===== config.mk =====
export PLATFORM = sky130hd
export DESIGN_NAME = led_span_antialias_render_flat
export DESIGN_NICKNAME = d
export VERILOG_FILES = /design/src/rtl/core/lsar_pkg.sv /design/src/rtl/core/lsar_if.sv /design/src/rtl/core/lsar_span_setup.sv /design/src/rtl/core/lsar_scale.sv /design/src/rtl/core/led_span_antialias_render.sv /design/src/flat_wrapper.sv
export VERILOG_INCLUDE_DIRS = /design/src /design/src/rtl/core
export SDC_FILE = /design/constraint.sdc
export NUM_CORES = 1
export LEC_CHECK = 0
export ABC_AREA = 0
export BUFFER_PORTS_ARGS = -buffer_cell sky130_fd_sc_hd__buf_4
export CORE_ASPECT_RATIO = 1.25
export CORE_MARGIN = 1.5
export CORE_UTILIZATION = 50
export CTS_CLUSTER_DIAMETER = 30
export DETAILED_ROUTE_END_ITERATION = 6
export PLACE_DENSITY = 0.69
export SLEW_MARGIN = 20
export SYNTH_ARGS = -nofsm -noshare
export SYNTH_HDL_FRONTEND = slang
export SYNTH_SLANG_ARGS = --single-unit

===== constraint.sdc =====
create_clock -name clk -period 20.6 [get_ports clk]
set_clock_uncertainty 0.05 [all_clocks]
set_input_delay 4.12 -clock clk [delete_from_list [all_inputs] [get_ports clk]]
set_output_delay 4.12 -clock clk [all_outputs]
set_load 0.01 [all_outputs]

===== src/rtl/core/led_span_antialias_render_macros.svh =====
// ----------------------------------------------------------------------------
// LED span renderer assertion macros
// Shared concurrent assertion forms, clocked on clk and quiet during reset.
// ----------------------------------------------------------------------------
`ifndef LED_SPAN_ANTIALIAS_RENDER_MACROS_SVH
`define LED_SPAN_ANTIALIAS_RENDER_MACROS_SVH

// The consequent must hold in the same cycle as the antecedent.
`define LSAR_ASSERT_NOW(label, ante, cons, msg) \
    label: assert property (@(posedge clk) disable iff (!rst_n) (ante) |-> (cons)) \
        else $error(msg);

// The consequent must hold in the cycle after the antecedent.
`define LSAR_ASSERT_NEXT(label, ante, cons, msg) \
    label: assert property (@(posedge clk) disable iff (!rst_n) (ante) |=> (cons)) \
        else $error(msg);

`endif


===== src/rtl/core/lsar_pkg.sv =====
// ----------------------------------------------------------------------------
// LED span renderer package
// Field types, fixed-point constants, register codes and sequencer states.
// ----------------------------------------------------------------------------
package lsar_pkg;

    localparam int FRAC_BITS  = 8;
    localparam int ONE_INT    = 1 << FRAC_BITS;
    localparam int MAX_PIXELS = 4096;
    localparam int MAX_SPAN   = 64;

    localparam int POS_W = 21;
    localparam int WID_W = 14;
    localparam int COL_W = 8;
    localparam int IDX_W = 12;
    localparam int CFG_W = 13;
    localparam int WGT_W = FRAC_BITS + 1;
    localparam int SCL_W = 2 * WGT_W - FRAC_BITS;
    localparam int PIX_W = 16;
    localparam int EXT_W = 24;

    typedef logic signed [POS_W-1:0] pos_t;
    typedef logic [WID_W-1:0]        wid_t;
    typedef logic [COL_W-1:0]        col_t;
    typedef logic [IDX_W-1:0]        idx_t;
    typedef logic [CFG_W-1:0]        cfg_t;
    typedef logic [WGT_W-1:0]        wgt_t;
    typedef logic signed [PIX_W-1:0] pix_t;
    typedef logic [2:0][WGT_W-1:0]   lanes_t;
    typedef logic [2:0][SCL_W-1:0]   scaled_t;

    localparam wgt_t ONE_W       = WGT_W'(ONE_INT);
    localparam cfg_t STRIP_RESET = CFG_W'(4096);

    typedef enum logic [0:0] {
        REG_ANTIALIAS,
        REG_STRIP_LEN
    } reg_idx_t;

    typedef enum logic [2:0] {
        S_IDLE,
        S_EDGE,
        S_PROD,
        S_CLIP,
        S_RUN
    } state_t;

    typedef struct packed {
        pix_t first;
        pix_t last;
        wgt_t lw;
        wgt_t rw;
    } span_t;

endpackage


===== src/rtl/core/lsar_if.sv =====
// ----------------------------------------------------------------------------
// LED span renderer channels
// Object input channel and pixel contribution output channel.
// ----------------------------------------------------------------------------
interface lsar_obj_if;
    import lsar_pkg::*;

    logic valid;
    logic ready;
    pos_t center_pos;
    wid_t span_width;
    col_t red_in;
    col_t green_in;
    col_t blue_in;

    modport source (output valid, center_pos, span_width, red_in, green_in, blue_in,
                    input ready);
    modport sink (input valid, center_pos, span_width, red_in, green_in, blue_in,
                  output ready);
endinterface

interface lsar_pix_if;
    import lsar_pkg::*;

    logic valid;
    logic ready;
    idx_t pixel_index;
    col_t red_out;
    col_t green_out;
    col_t blue_out;
    logic last_of_span;

    modport source (output valid, pixel_index, red_out, green_out, blue_out, last_of_span,
                    input ready);
    modport sink (input valid, pixel_index, red_out, green_out, blue_out, last_of_span,
                  output ready);
endinterface


===== src/rtl/core/lsar_span_setup.sv =====
// ----------------------------------------------------------------------------
// LED span edge setup
// Finds the first and last pixel of an object and the coverage of both edges.
// ----------------------------------------------------------------------------
module lsar_span_setup (
    input  lsar_pkg::pos_t  center_pos,
    input  lsar_pkg::wid_t  span_width,
    input  logic            antialias_on,
    output lsar_pkg::span_t span
);
    import lsar_pkg::*;

    localparam int SH = FRAC_BITS + 1;
    localparam logic signed [EXT_W-1:0] ONE_E   = EXT_W'(ONE_INT);
    localparam logic signed [EXT_W-1:0] UNIT_M1 = EXT_W'((1 << SH) - 1);

    logic signed [EXT_W-1:0] p2;
    logic signed [EXT_W-1:0] w_e;
    logic signed [EXT_W-1:0] l2;
    logic signed [EXT_W-1:0] r2;
    logic signed [EXT_W-1:0] first_e;
    logic signed [EXT_W-1:0] last_e;
    logic [SH-1:0]           frac_l;
    logic [SH-1:0]           frac_r;
    logic [SH:0]             lw_full;
    logic [SH:0]             rw_full;
    logic [WID_W:0]          w_half;
    logic [PIX_W-1:0]        cnt_u;
    logic                    rnd_mode;

    always_comb
    begin
        p2 = {{(EXT_W-POS_W-1){center_pos[POS_W-1]}}, center_pos, 1'b0};
        w_e = {{(EXT_W-WID_W){1'b0}}, span_width};
        l2 = p2 - w_e + ONE_E;
        r2 = p2 + w_e - ONE_E;
        first_e = l2 >>> SH;
        // Ceiling of the right edge: bias by one unit less one, then floor.
        last_e = (r2 + UNIT_M1) >>> SH;

        frac_l = l2[SH-1:0];
        frac_r = ~r2[SH-1:0] + 1'b1;
        lw_full = (SH+1)'(1 << SH) - {1'b0, frac_l};
        rw_full = (SH+1)'(1 << SH) - {1'b0, frac_r};

        w_half = {1'b0, span_width} + (WID_W+1)'(ONE_INT / 2);
        cnt_u = (span_width == '0) ? PIX_W'(1) : PIX_W'(w_half >> FRAC_BITS);
        rnd_mode = (span_width == '0) || !antialias_on;

        span.first = first_e[PIX_W-1:0];
        if (rnd_mode)
        begin
            span.last = first_e[PIX_W-1:0] + signed'(cnt_u) - pix_t'(1);
            span.lw = ONE_W;
            span.rw = ONE_W;
        end
        else
        begin
            span.last = last_e[PIX_W-1:0];
            span.lw = lw_full[SH:1];
            span.rw = rw_full[SH:1];
        end
    end
endmodule


===== src/rtl/core/lsar_scale.sv =====
// ----------------------------------------------------------------------------
// LED span weight scaler
// Shared unit: three lanes of operand times weight, scaled down by one.
// ----------------------------------------------------------------------------
module lsar_scale (
    input  lsar_pkg::wgt_t    weight,
    input  lsar_pkg::lanes_t  operand,
    output lsar_pkg::scaled_t scaled
);
    import lsar_pkg::*;

    logic [2:0][2*WGT_W-1:0] prod;

    always_comb
    begin
        for (int i = 0; i < 3; i++)
        begin
            prod[i] = operand[i] * weight;
            scaled[i] = prod[i][2*WGT_W-1:FRAC_BITS];
        end
    end
endmodule


===== src/rtl/core/led_span_antialias_render.sv =====
// Flow: an accepted object passes through the edge, product and clip states, then
// the walk, which loads each contribution into the output register. An object emits
// at most 64 contributions, or none; no new object is taken until its walk is over.
// The span walk steps one pixel per cycle while the output is not stalled.
// Reset clears the sequencer and the output valid, sets antialias_on to 1 and
// strip_length to 4096.
// ----------------------------------------------------------------------------
// LED span antialias renderer
// Turns one light object into the run of weighted pixel contributions that
// are added into a one-dimensional LED strip.
// ----------------------------------------------------------------------------
`include "led_span_antialias_render_macros.svh"

module led_span_antialias_render (
    input  logic               clk,
    input  logic               rst_n,
    input  logic               cfg_we,
    input  lsar_pkg::reg_idx_t cfg_index,
    input  lsar_pkg::cfg_t     cfg_data,
    lsar_obj_if.sink           obj,
    lsar_pix_if.source         pix
);
    import lsar_pkg::*;

    // Effective strip length can never exceed what the length register holds.
    localparam int   LIM_CAP   = (MAX_PIXELS > (1 << CFG_W) - 1) ? (1 << CFG_W) - 1
                                                                  : MAX_PIXELS;
    localparam pix_t SPAN_LAST = PIX_W'(MAX_SPAN - 1);

    // Configuration registers.
    logic aa_reg;
    cfg_t strip_len_reg;

    // Sequencer.
    state_t state_reg;
    state_t state_next;

    // Captured object.
    pos_t pos_reg;
    wid_t wid_reg;
    col_t red_reg;
    col_t green_reg;
    col_t blue_reg;

    // Span under construction and the walk over it.
    pix_t first_reg;
    pix_t last_reg;
    wgt_t lw_reg;
    wgt_t rw_reg;
    pix_t cur_reg;
    pix_t hi_reg;

    // Output register.
    logic pix_valid_reg;
    idx_t pix_index_reg;
    col_t pix_red_reg;
    col_t pix_green_reg;
    col_t pix_blue_reg;
    logic pix_last_reg;

    span_t   span;
    wgt_t    scl_weight;
    lanes_t  scl_operand;
    scaled_t scaled;
    cfg_t    limit;
    pix_t    lim_last;
    pix_t    span_diff;
    pix_t    lo_raw;
    pix_t    hi_raw;
    pix_t    lo_clip;
    pix_t    hi_clip;
    wgt_t    pix_weight;
    logic    emit;
    logic    run_done;

    // ------------------------------------------------------------------
    // Configuration port. Writes must come only while the block is idle; not enforced.
    // ------------------------------------------------------------------
    always_ff @(posedge clk or negedge rst_n)
    begin
        if (!rst_n)
        begin
            aa_reg <= 1'b1;
            strip_len_reg <= STRIP_RESET;
        end
        else if (cfg_we)
        begin
            case (cfg_index)
                REG_ANTIALIAS: aa_reg <= cfg_data[0];
                REG_STRIP_LEN: strip_len_reg <= cfg_data;
                default: ;
            endcase
        end
    end

    // ------------------------------------------------------------------
    // Object capture. The object is held for the whole walk.
    // ------------------------------------------------------------------
    always_ff @(posedge clk)
    begin
        if (obj.valid && obj.ready)
        begin
            pos_reg <= obj.center_pos;
            wid_reg <= obj.span_width;
            red_reg <= obj.red_in;
            green_reg <= obj.green_in;
            blue_reg <= obj.blue_in;
        end
    end

    // Edge setup works from the captured object; its result is registered
    // in the edge state.
    lsar_span_setup u_setup (
        .center_pos   (pos_reg),
        .span_width   (wid_reg),
        .antialias_on (aa_reg),
        .span         (span)
    );

    // The shared scaler forms the product of both edge weights for a
    // one-pixel span, and the weighted colour of every emitted pixel.
    lsar_scale u_scale (
        .weight  (scl_weight),
        .operand (scl_operand),
        .scaled  (scaled)
    );

    // ------------------------------------------------------------------
    // Span trimming and clipping.
    // ------------------------------------------------------------------
    always_comb
    begin
        limit = (strip_len_reg > CFG_W'(LIM_CAP)) ? CFG_W'(LIM_CAP) : strip_len_reg;
        lim_last = signed'({{(PIX_W-CFG_W){1'b0}}, limit}) - pix_t'(1);
        span_diff = last_reg - first_reg;

        // An edge of zero weight drops out, which keeps the survivors contiguous.
        lo_raw = first_reg + signed'({{(PIX_W-1){1'b0}}, (lw_reg == '0)});
        hi_raw = last_reg
               - signed'({{(PIX_W-1){1'b0}}, ((first_reg != last_reg) && (rw_reg == '0))});
        lo_clip = lo_raw[PIX_W-1] ? '0 : lo_raw;
        hi_clip = (hi_raw > lim_last) ? lim_last : hi_raw;
    end

    // ------------------------------------------------------------------
    // Sequencer: next state.
    // ------------------------------------------------------------------
    always_comb
    begin
        state_next = state_reg;
        case (state_reg)
            S_IDLE:
            begin
                if (obj.valid)
                begin
                    state_next = S_EDGE;
                end
            end
            S_EDGE: state_next = S_PROD;
            S_PROD: state_next = S_CLIP;
            S_CLIP:
            begin
                if (lo_clip > hi_clip)
                begin
                    state_next = S_IDLE;
                end
                else
                begin
                    state_next = S_RUN;
                end
            end
            S_RUN:
            begin
                if (run_done)
                begin
                    state_next = S_IDLE;
                end
            end
            default: state_next = S_IDLE;
        endcase
    end

    // ------------------------------------------------------------------
    // Sequencer: outputs. The scaler serves the edge product in the
    // product state and the colour channels during the walk.
    // ------------------------------------------------------------------
    always_comb
    begin
        obj.ready = (state_reg == S_IDLE);
        emit = (state_reg == S_RUN) && (!pix_valid_reg || pix.ready);
        run_done = emit && (cur_reg == hi_reg);

        if (cur_reg == first_reg)
        begin
            pix_weight = lw_reg;
        end
        else if (cur_reg == last_reg)
        begin
            pix_weight = rw_reg;
        end
        else
        begin
            pix_weight = ONE_W;
        end

        case (state_reg)
            S_PROD:
            begin
                scl_weight = rw_reg;
                scl_operand[0] = lw_reg;
                scl_operand[1] = '0;
                scl_operand[2] = '0;
            end
            default:
            begin
                scl_weight = pix_weight;
                scl_operand[0] = {1'b0, red_reg};
                scl_operand[1] = {1'b0, green_reg};
                scl_operand[2] = {1'b0, blue_reg};
            end
        endcase
    end

    always_ff @(posedge clk or negedge rst_n)
    begin
        if (!rst_n)
        begin
            state_reg <= S_IDLE;
        end
        else
        begin
            state_reg <= state_next;
        end
    end

    // ------------------------------------------------------------------
    // Span datapath. Edge state loads the raw span; product state caps
    // an overlong span and folds both weights of a one-pixel span into
    // one; clip state sets the walk bounds; run state steps the pixel.
    // ------------------------------------------------------------------
    always_ff @(posedge clk)
    begin
        case (state_reg)
            S_EDGE:
            begin
                first_reg <= span.first;
                last_reg <= span.last;
                lw_reg <= span.lw;
                rw_reg <= span.rw;
            end
            S_PROD:
            begin
                if (span_diff > SPAN_LAST)
                begin
                    last_reg <= first_reg + SPAN_LAST;
                end
                if (first_reg == last_reg)
                begin
                    lw_reg <= scaled[0][WGT_W-1:0];
                end
            end
            S_CLIP:
            begin
                cur_reg <= lo_clip;
                hi_reg <= hi_clip;
            end
            S_RUN:
            begin
                if (emit)
                begin
                    cur_reg <= cur_reg + pix_t'(1);
                end
            end
            default: ;
        endcase
    end

    // ------------------------------------------------------------------
    // Output register. The walk advances only when this slot is free or
    // being taken, so an item is never lost or repeated.
    // ------------------------------------------------------------------
    always_ff @(posedge clk or negedge rst_n)
    begin
        if (!rst_n)
        begin
            pix_valid_reg <= 1'b0;
        end
        else if (emit)
        begin
            pix_valid_reg <= 1'b1;
        end
        else if (pix.ready)
        begin
            pix_valid_reg <= 1'b0;
        end
    end

    always_ff @(posedge clk)
    begin
        if (emit)
        begin
            pix_index_reg <= cur_reg[IDX_W-1:0];
            pix_red_reg <= scaled[0][COL_W-1:0];
            pix_green_reg <= scaled[1][COL_W-1:0];
            pix_blue_reg <= scaled[2][COL_W-1:0];
            pix_last_reg <= (cur_reg == hi_reg);
        end
    end

    assign pix.valid = pix_valid_reg;
    assign pix.pixel_index = pix_index_reg;
    assign pix.red_out = pix_red_reg;
    assign pix.green_out = pix_green_reg;
    assign pix.blue_out = pix_blue_reg;
    assign pix.last_of_span = pix_last_reg;

    // ------------------------------------------------------------------
    // Assertions.
    // ------------------------------------------------------------------
    `LSAR_ASSERT_NEXT(a_last_ends_walk, run_done, state_reg == S_IDLE, "walk did not end on last item")
    `LSAR_ASSERT_NOW(a_walk_in_strip, state_reg == S_RUN, (!cur_reg[PIX_W-1]) && (cur_reg <= hi_reg) && (cur_reg <= lim_last), "walk left the strip")
    `LSAR_ASSERT_NOW(a_weights_bounded, state_reg == S_CLIP, (lw_reg <= ONE_W) && (rw_reg <= ONE_W), "edge weight above one")
    `LSAR_ASSERT_NEXT(a_span_capped, state_reg == S_PROD, span_diff <= SPAN_LAST || last_reg == first_reg + SPAN_LAST, "span not capped")
endmodule

===== src/flat_wrapper.sv =====
// flat-port wrapper written by rule: the top's interface ports become plain ports
module led_span_antialias_render_flat import lsar_pkg::*;
  (clk, rst_n, cfg_we, cfg_index, cfg_data, obj_valid, obj_center_pos, obj_span_width, obj_red_in, obj_green_in, obj_blue_in, obj_ready, pix_valid, pix_pixel_index, pix_red_out, pix_green_out, pix_blue_out, pix_last_of_span, pix_ready);
  lsar_obj_if obj_i ();
  lsar_pix_if pix_i ();
  input  logic clk;
  input  logic rst_n;
  input  logic cfg_we;
  input  lsar_pkg::reg_idx_t cfg_index;
  input  lsar_pkg::cfg_t cfg_data;
  input wire logic [$bits(obj_i.valid)-1:0] obj_valid;
  input wire logic [$bits(obj_i.center_pos)-1:0] obj_center_pos;
  input wire logic [$bits(obj_i.span_width)-1:0] obj_span_width;
  input wire logic [$bits(obj_i.red_in)-1:0] obj_red_in;
  input wire logic [$bits(obj_i.green_in)-1:0] obj_green_in;
  input wire logic [$bits(obj_i.blue_in)-1:0] obj_blue_in;
  output wire logic [$bits(obj_i.ready)-1:0] obj_ready;
  output wire logic [$bits(pix_i.valid)-1:0] pix_valid;
  output wire logic [$bits(pix_i.pixel_index)-1:0] pix_pixel_index;
  output wire logic [$bits(pix_i.red_out)-1:0] pix_red_out;
  output wire logic [$bits(pix_i.green_out)-1:0] pix_green_out;
  output wire logic [$bits(pix_i.blue_out)-1:0] pix_blue_out;
  output wire logic [$bits(pix_i.last_of_span)-1:0] pix_last_of_span;
  input wire logic [$bits(pix_i.ready)-1:0] pix_ready;
  assign obj_i.valid = obj_valid;
  assign obj_i.center_pos = obj_center_pos;
  assign obj_i.span_width = obj_span_width;
  assign obj_i.red_in = obj_red_in;
  assign obj_i.green_in = obj_green_in;
  assign obj_i.blue_in = obj_blue_in;
  assign obj_ready = obj_i.ready;
  assign pix_valid = pix_i.valid;
  assign pix_pixel_index = pix_i.pixel_index;
  assign pix_red_out = pix_i.red_out;
  assign pix_green_out = pix_i.green_out;
  assign pix_blue_out = pix_i.blue_out;
  assign pix_last_of_span = pix_i.last_of_span;
  assign pix_i.ready = pix_ready;
  led_span_antialias_render u_core (.clk(clk), .rst_n(rst_n), .cfg_we(cfg_we), .cfg_index(cfg_index), .cfg_data(cfg_data), .obj(obj_i), .pix(pix_i));
endmodule

Word-level counts from Yosys, hierarchy flattened
Cells that the tools add are included.
- output and inout bits: 39
- logic and storage cells: 102
- flip-flop bits (word level): 195
- bitwise gates (word level): 2
- reduce and logical (&&, ||, !) cells: 21
- multiplexer cells: 21
- $add $sub $neg: 17
- order comparisons: 4
- multiply operators: 3
- equal/unequal tests: 14
- operators by type and width (kind ; count):
    16-bit one-hot mux with 2 select lines ; 2
    16-bit 2-to-1 mux ; 3
    9-bit 2-to-1 mux ; 4
    34-bit 2-to-1 mux ; 1
    16-bit equality test ; 2
    16-bit > comparator ; 2
    9-bit by 9-bit multiplier with 16-bit output ; 2
    26-bit 2-to-1 mux ; 1
    23-bit by 10-bit adder with 24-bit output, second input constant ; 1
    24-bit by 10-bit adder with 24-bit output, second input constant ; 1
    23-bit by 10-bit subtractor with 24-bit output, second input constant ; 1
    22-bit by 15-bit adder with 23-bit output ; 1
    22-bit by 15-bit subtractor with 23-bit output ; 1
    10-bit by 9-bit subtractor with 10-bit output, first input constant ; 2
    9-bit logical NOT ; 2
    9-bit one-hot mux with 2 select lines ; 1
    9-bit by 9-bit multiplier with 17-bit output ; 1
    15-bit by 2-bit adder with 16-bit output ; 1
    15-bit by 7-bit adder with 16-bit output, second input constant ; 1
    15-bit by 8-bit adder with 16-bit output ; 1
    16-bit by 2-bit adder with 16-bit output, second input constant ; 1
    15-bit by 16-bit equality test with 1-bit output ; 1
    16-bit by 15-bit equality test with 1-bit output ; 1
    16-bit by 7-bit > comparator with 1-bit output, second input constant ; 1
    28 further kinds ; 47

Longest topological paths before layout
- depth after elaboration: 8
- gate-level depth with buffers: 37
- depth with buffers taken out: 34

Modules after synthesis
A second synthesis with hierarchy kept.
- cell total of the unflattened synthesis: 2441
- area, all modules: 22346.4 µm²
- by module, submodules not included (module ; sequential area each (µm²) ; area an instance (µm²) ; cells an instance ; times used):
    led_span_antialias_render ; 5798.1 ; 10635.2 ; 945 ; 1
    lsar_scale ; 0.0 ; 7295.7 ; 851 ; 1
    lsar_span_setup ; 0.0 ; 4415.5 ; 645 ; 1

Worst setup path before layout
No wires, ideal clock.
- kind: flip-flop to flip-flop
- start: register u_core.cur_reg[14]
- end: register u_core.pix_blue_reg[7] (netlist: u_core.pix.blue_out[7]) (data pin)
- cell stages (with the launch flop): 23
- setup slack: 14.067 ns
- setup time: 0.260 ns
- buffers on the path: 4
- period minus slack after synthesis: 6.533 ns
- arrival: 6.223 ns
- cells stage by stage: edfxtp_1 buf_6 or3_4 a2111oi_4 and2_1 buf_4 clkbuf_1 a22o_1 clkbuf_1 nand3_1 fa_1 fa_1 inv_1 fa_1 fa_1 ha_1 or3_1 a211oi_1 nor3_1 or4_1 a41o_1 a21oi_1 xnor2_1
- RTL lines (element ; line ; source):
    from (decl) ; led_span_antialias_render.sv:50 ; pix_t cur_reg;
    from (signal assigned) ; led_span_antialias_render.sv:264 ; cur_reg <= lo_clip;
    from (signal assigned) ; led_span_antialias_render.sv:271 ; cur_reg <= cur_reg + pix_t'(1);
    to (signal assigned) ; led_span_antialias_render.sv:305 ; pix_blue_reg <= scaled[2][COL_W-1:0];
    to (decl) ; led_span_antialias_render.sv:58 ; col_t pix_blue_reg;

==> summary.txt <==
Seq/Total Area, Yosys - 0.277
final instance area - 0.0228 mm^2
Final Cycle Share - 0.365
total of max-cap violations - 0
Comb pwr share - 0.688
clock network fraction of total power - 0.092
CTS Buf Count - 17
final hold viol count - 0
initial antenna violation count - 0
max reg flops - 21
H-Tree Level Count - 4
WL/cell - 17.7 um
Final GP Congestion - 1.00
Placed Area - 0.0222 mm^2
Slew Viols, Final - 0
die height - 231 um
Syn. warnings - 0
vias in the first global route - 16.4k
critical path fanouts, max - 16
crit-path most repeated cell - fa_1
hold buffers post-CTS - 0
syn nets - 2712
final wirelength - 51.2 mm
peak supply drop - 0.0866 mV
Data arrival, critical path - 7.71 ns
Post-CTS Setup Bufs - 0
Internal - 0.00196 W
CP Launch Type - register
initial core utilization - 0.506
async set or reset register ratio after synthesis - 0.0923
worst slew pin tran - 1.02 ns
die area - 0.0429 mm^2
critical-path cell list - or3b_4 -> nand4_1 -> nor3_1 -> a22oi_1 -> buf_4 -> nor2b_1 -> a21oi_1 -> buf_4 -> nand3_1 -> fa_1 -> fa_1 -> inv_1 -> fa_1 -> fa_1 -> ha_1 -> and3_1 -> a21oi_1 -> o21ai_1 -> nor2_1 -> a221oi_1 -> a311o_1 -> a21oi_1 -> xnor2_1
Hold Crit Class - reg -> reg
Area contributors post-synth - edfxtp_1, ha_1, fa_1
EDFF count, synth - 177
core area - 0.0411 mm^2
Avg Vias per Cell - 5.56
TritonRoute pass-1 iters - 5
antenna-violating nets left - 0
largest net degree at the start of global routing - 80
clock sinks - 195
Psw - 0.00190 W
# diodes - 0
setup violators final - 0
Worst EP required - 20.78 ns
RSZ-0062 raised after global routing - false
Layout area overhead - 9.38%
run status - complete, no violations
worst setup path class - reg -> reg
final worst slack - 13.08 ns
DRT iter0 DRCs - 905
CTS resizes - 0
GRT Overall Usage - 0.248
Synth cell types - 78
IO Count - 117
most common cell after layout, fill and taps aside - inv_1
Pwr Density - 169 mW/mm^2
flops & latches, synth - 195
CTS tree - done
biggest area consumer among synthesized cells - edfxtp_1
num rows - 83
first-pass GRT wire length - 82.7 mm
leak pwr - 10.3 nW
post-synth design cell area - 0.0208 mm^2
routed vias - 16.1k
pre-CTS setup slack - 12.93 ns
commonest cells after routing, fill and taps aside - inv_1, nand2_1, ha_1, edfxtp_1, nor2_1
prevailing post-synth register cell - edfxtp_1
drt drc - 0
Mapped Cells - 2270
CTS clk-pin slew, worst paths - 0.08 ns
share of cells above drive strength 1 - 0.0891
Detailed Place HPWL - 41.3 mm
slowest stage delay, CP - 0.58 ns
slowest cell on the critical path - dfrtp_1
syn avg cell area - 9.18 um^2
CTS root buf - clkbuf_16
TNS Setup - 0 ns
CP endpoint kind - register
GRT Residual Overflow - 0
Design Power - 0.00386 W
CTS Buffer Depth - 2
Die W - 186 um
share of Yosys cell area claimed by the top area cell type - 0.255
Peak Freq - 133 MHz
Flop pwr share - 0.219
clk_lat worst skew - 0.48 ns
max_slew headroom - 0.314
final worst path period need - 7.52 ns
number of port buffers - 116
Nets - 2774
final hold slack - 0.503 ns
Switching Share - 0.491
## routing by layer
metal | GRT usage | vias to the layer above | share of wire
li1 | - | 7797 | -
met5 | 0 | - | 0
met4 | 0.115 | 0 | 0.039
met3 | 0.0336 | 115 | 0.041
met1 | 0.306 | 7778 | 0.42
met2 | 0.428 | 426 | 0.50
## final timing paths
check	from	end	slack (ns)	depth (start not counted)
setup / recovery	u_core.state_reg[2]$_DFFE_PN0P_	u_core.pix.green_out[7]$_DFFE_PP_	13.08	23
min in group asynchronous	rst_n	u_core.strip_len_reg[10]$_DFFE_PN0P_	3.47	1
max in group asynchronous	rst_n	u_core.aa_reg$_DFFE_PN1P_	16.74	1
setup reg to reg	u_core.state_reg[2]$_DFFE_PN0P_	u_core.pix.green_out[7]$_DFFE_PP_	13.08	23
hold reg to reg	u_core.pix.valid$_DFFE_PN0P_	u_core.pix.valid$_DFFE_PN0P_	0.50	2
hold / removal	u_core.pix.valid$_DFFE_PN0P_	u_core.pix.valid$_DFFE_PN0P_	0.50	2
## cells in the mapped netlist (16+ instances only)
library cell,number
xor2_1,82
clkbuf_1,66
nor2b_1,26
o21a_1,32
a21oi_1,68
inv_1,303
fa_1,133
a21o_1,25
nand4_1,27
and3_1,20
mux2_2,24
nor2_1,174
nand2_1,253
nand3_1,72
o21ai_0,75
and2_1,33
dfrtp_1,16
ha_1,231
edfxtp_1,177
nand2b_1,22
nor4_1,21
xnor2_1,137
nor3_1,46
## power by group through the flow
stage	Clock [W]	Combinational, W	Sequential, W
after global placement	0	0.00258	0.000848
after global routing	0.000378	0.00299	0.000860
after floorplan	0	0.00206	0.000764
after detailed placement	0	0.00263	0.000851
final	0.000355	0.00266	0.000847
after CTS	0.000362	0.00265	0.000843
## final cells by class
class | instances | area (um^2)
clock buffer | 20 | 437
clock inverter | 12 | 171
sequential | 195 | 5770
inverter | 303 | 1140
fill | 3708 | 18300
multi-input combinational | 1686 | 13600
tap | 552 | 691
timing repair buffer | 129 | 978
## cells by family (layout without fill, tap and decap cells)
kind of cell / count (synthesis) / count (layout) / share of synthesized area
buffers and inverters: 389 / 464 / 0.0709
and+or+nand+nor: 738 / 738 / 0.166
adders and majority gates: 364 / 364 / 0.267
DFF: 195 / 195 / 0.277
xor gates and xnor gates: 219 / 219 / 0.0921
muxes: 37 / 37 / 0.0193
AOI/OAI and AO/OA: 328 / 328 / 0.108
## worst max-delay path: cells and delay by family (launching register included)
kind            cells  cell delay [ns]
fa+ha+maj           5             2.44
compound gates      7             1.96
simple gates        7             1.48
buf+inv             3             0.66
flops               1             0.58
xor+xnor            1             0.12
## per-stage QoR
| stage | instances | utilization |
|---|---|---|
| 2_1_floorplan | 2270 | - |
| 6_report | 2897 | 0.554 |
| 5_1_grt | 2897 | 0.554 |
| 4_1_cts | 2895 | 0.554 |
| 3_3_place_gp | 2860 | 0.538 |
| 3_5_place_dp | 2863 | 0.539 |
Note: power is estimated with default switching activity, not from simulation.
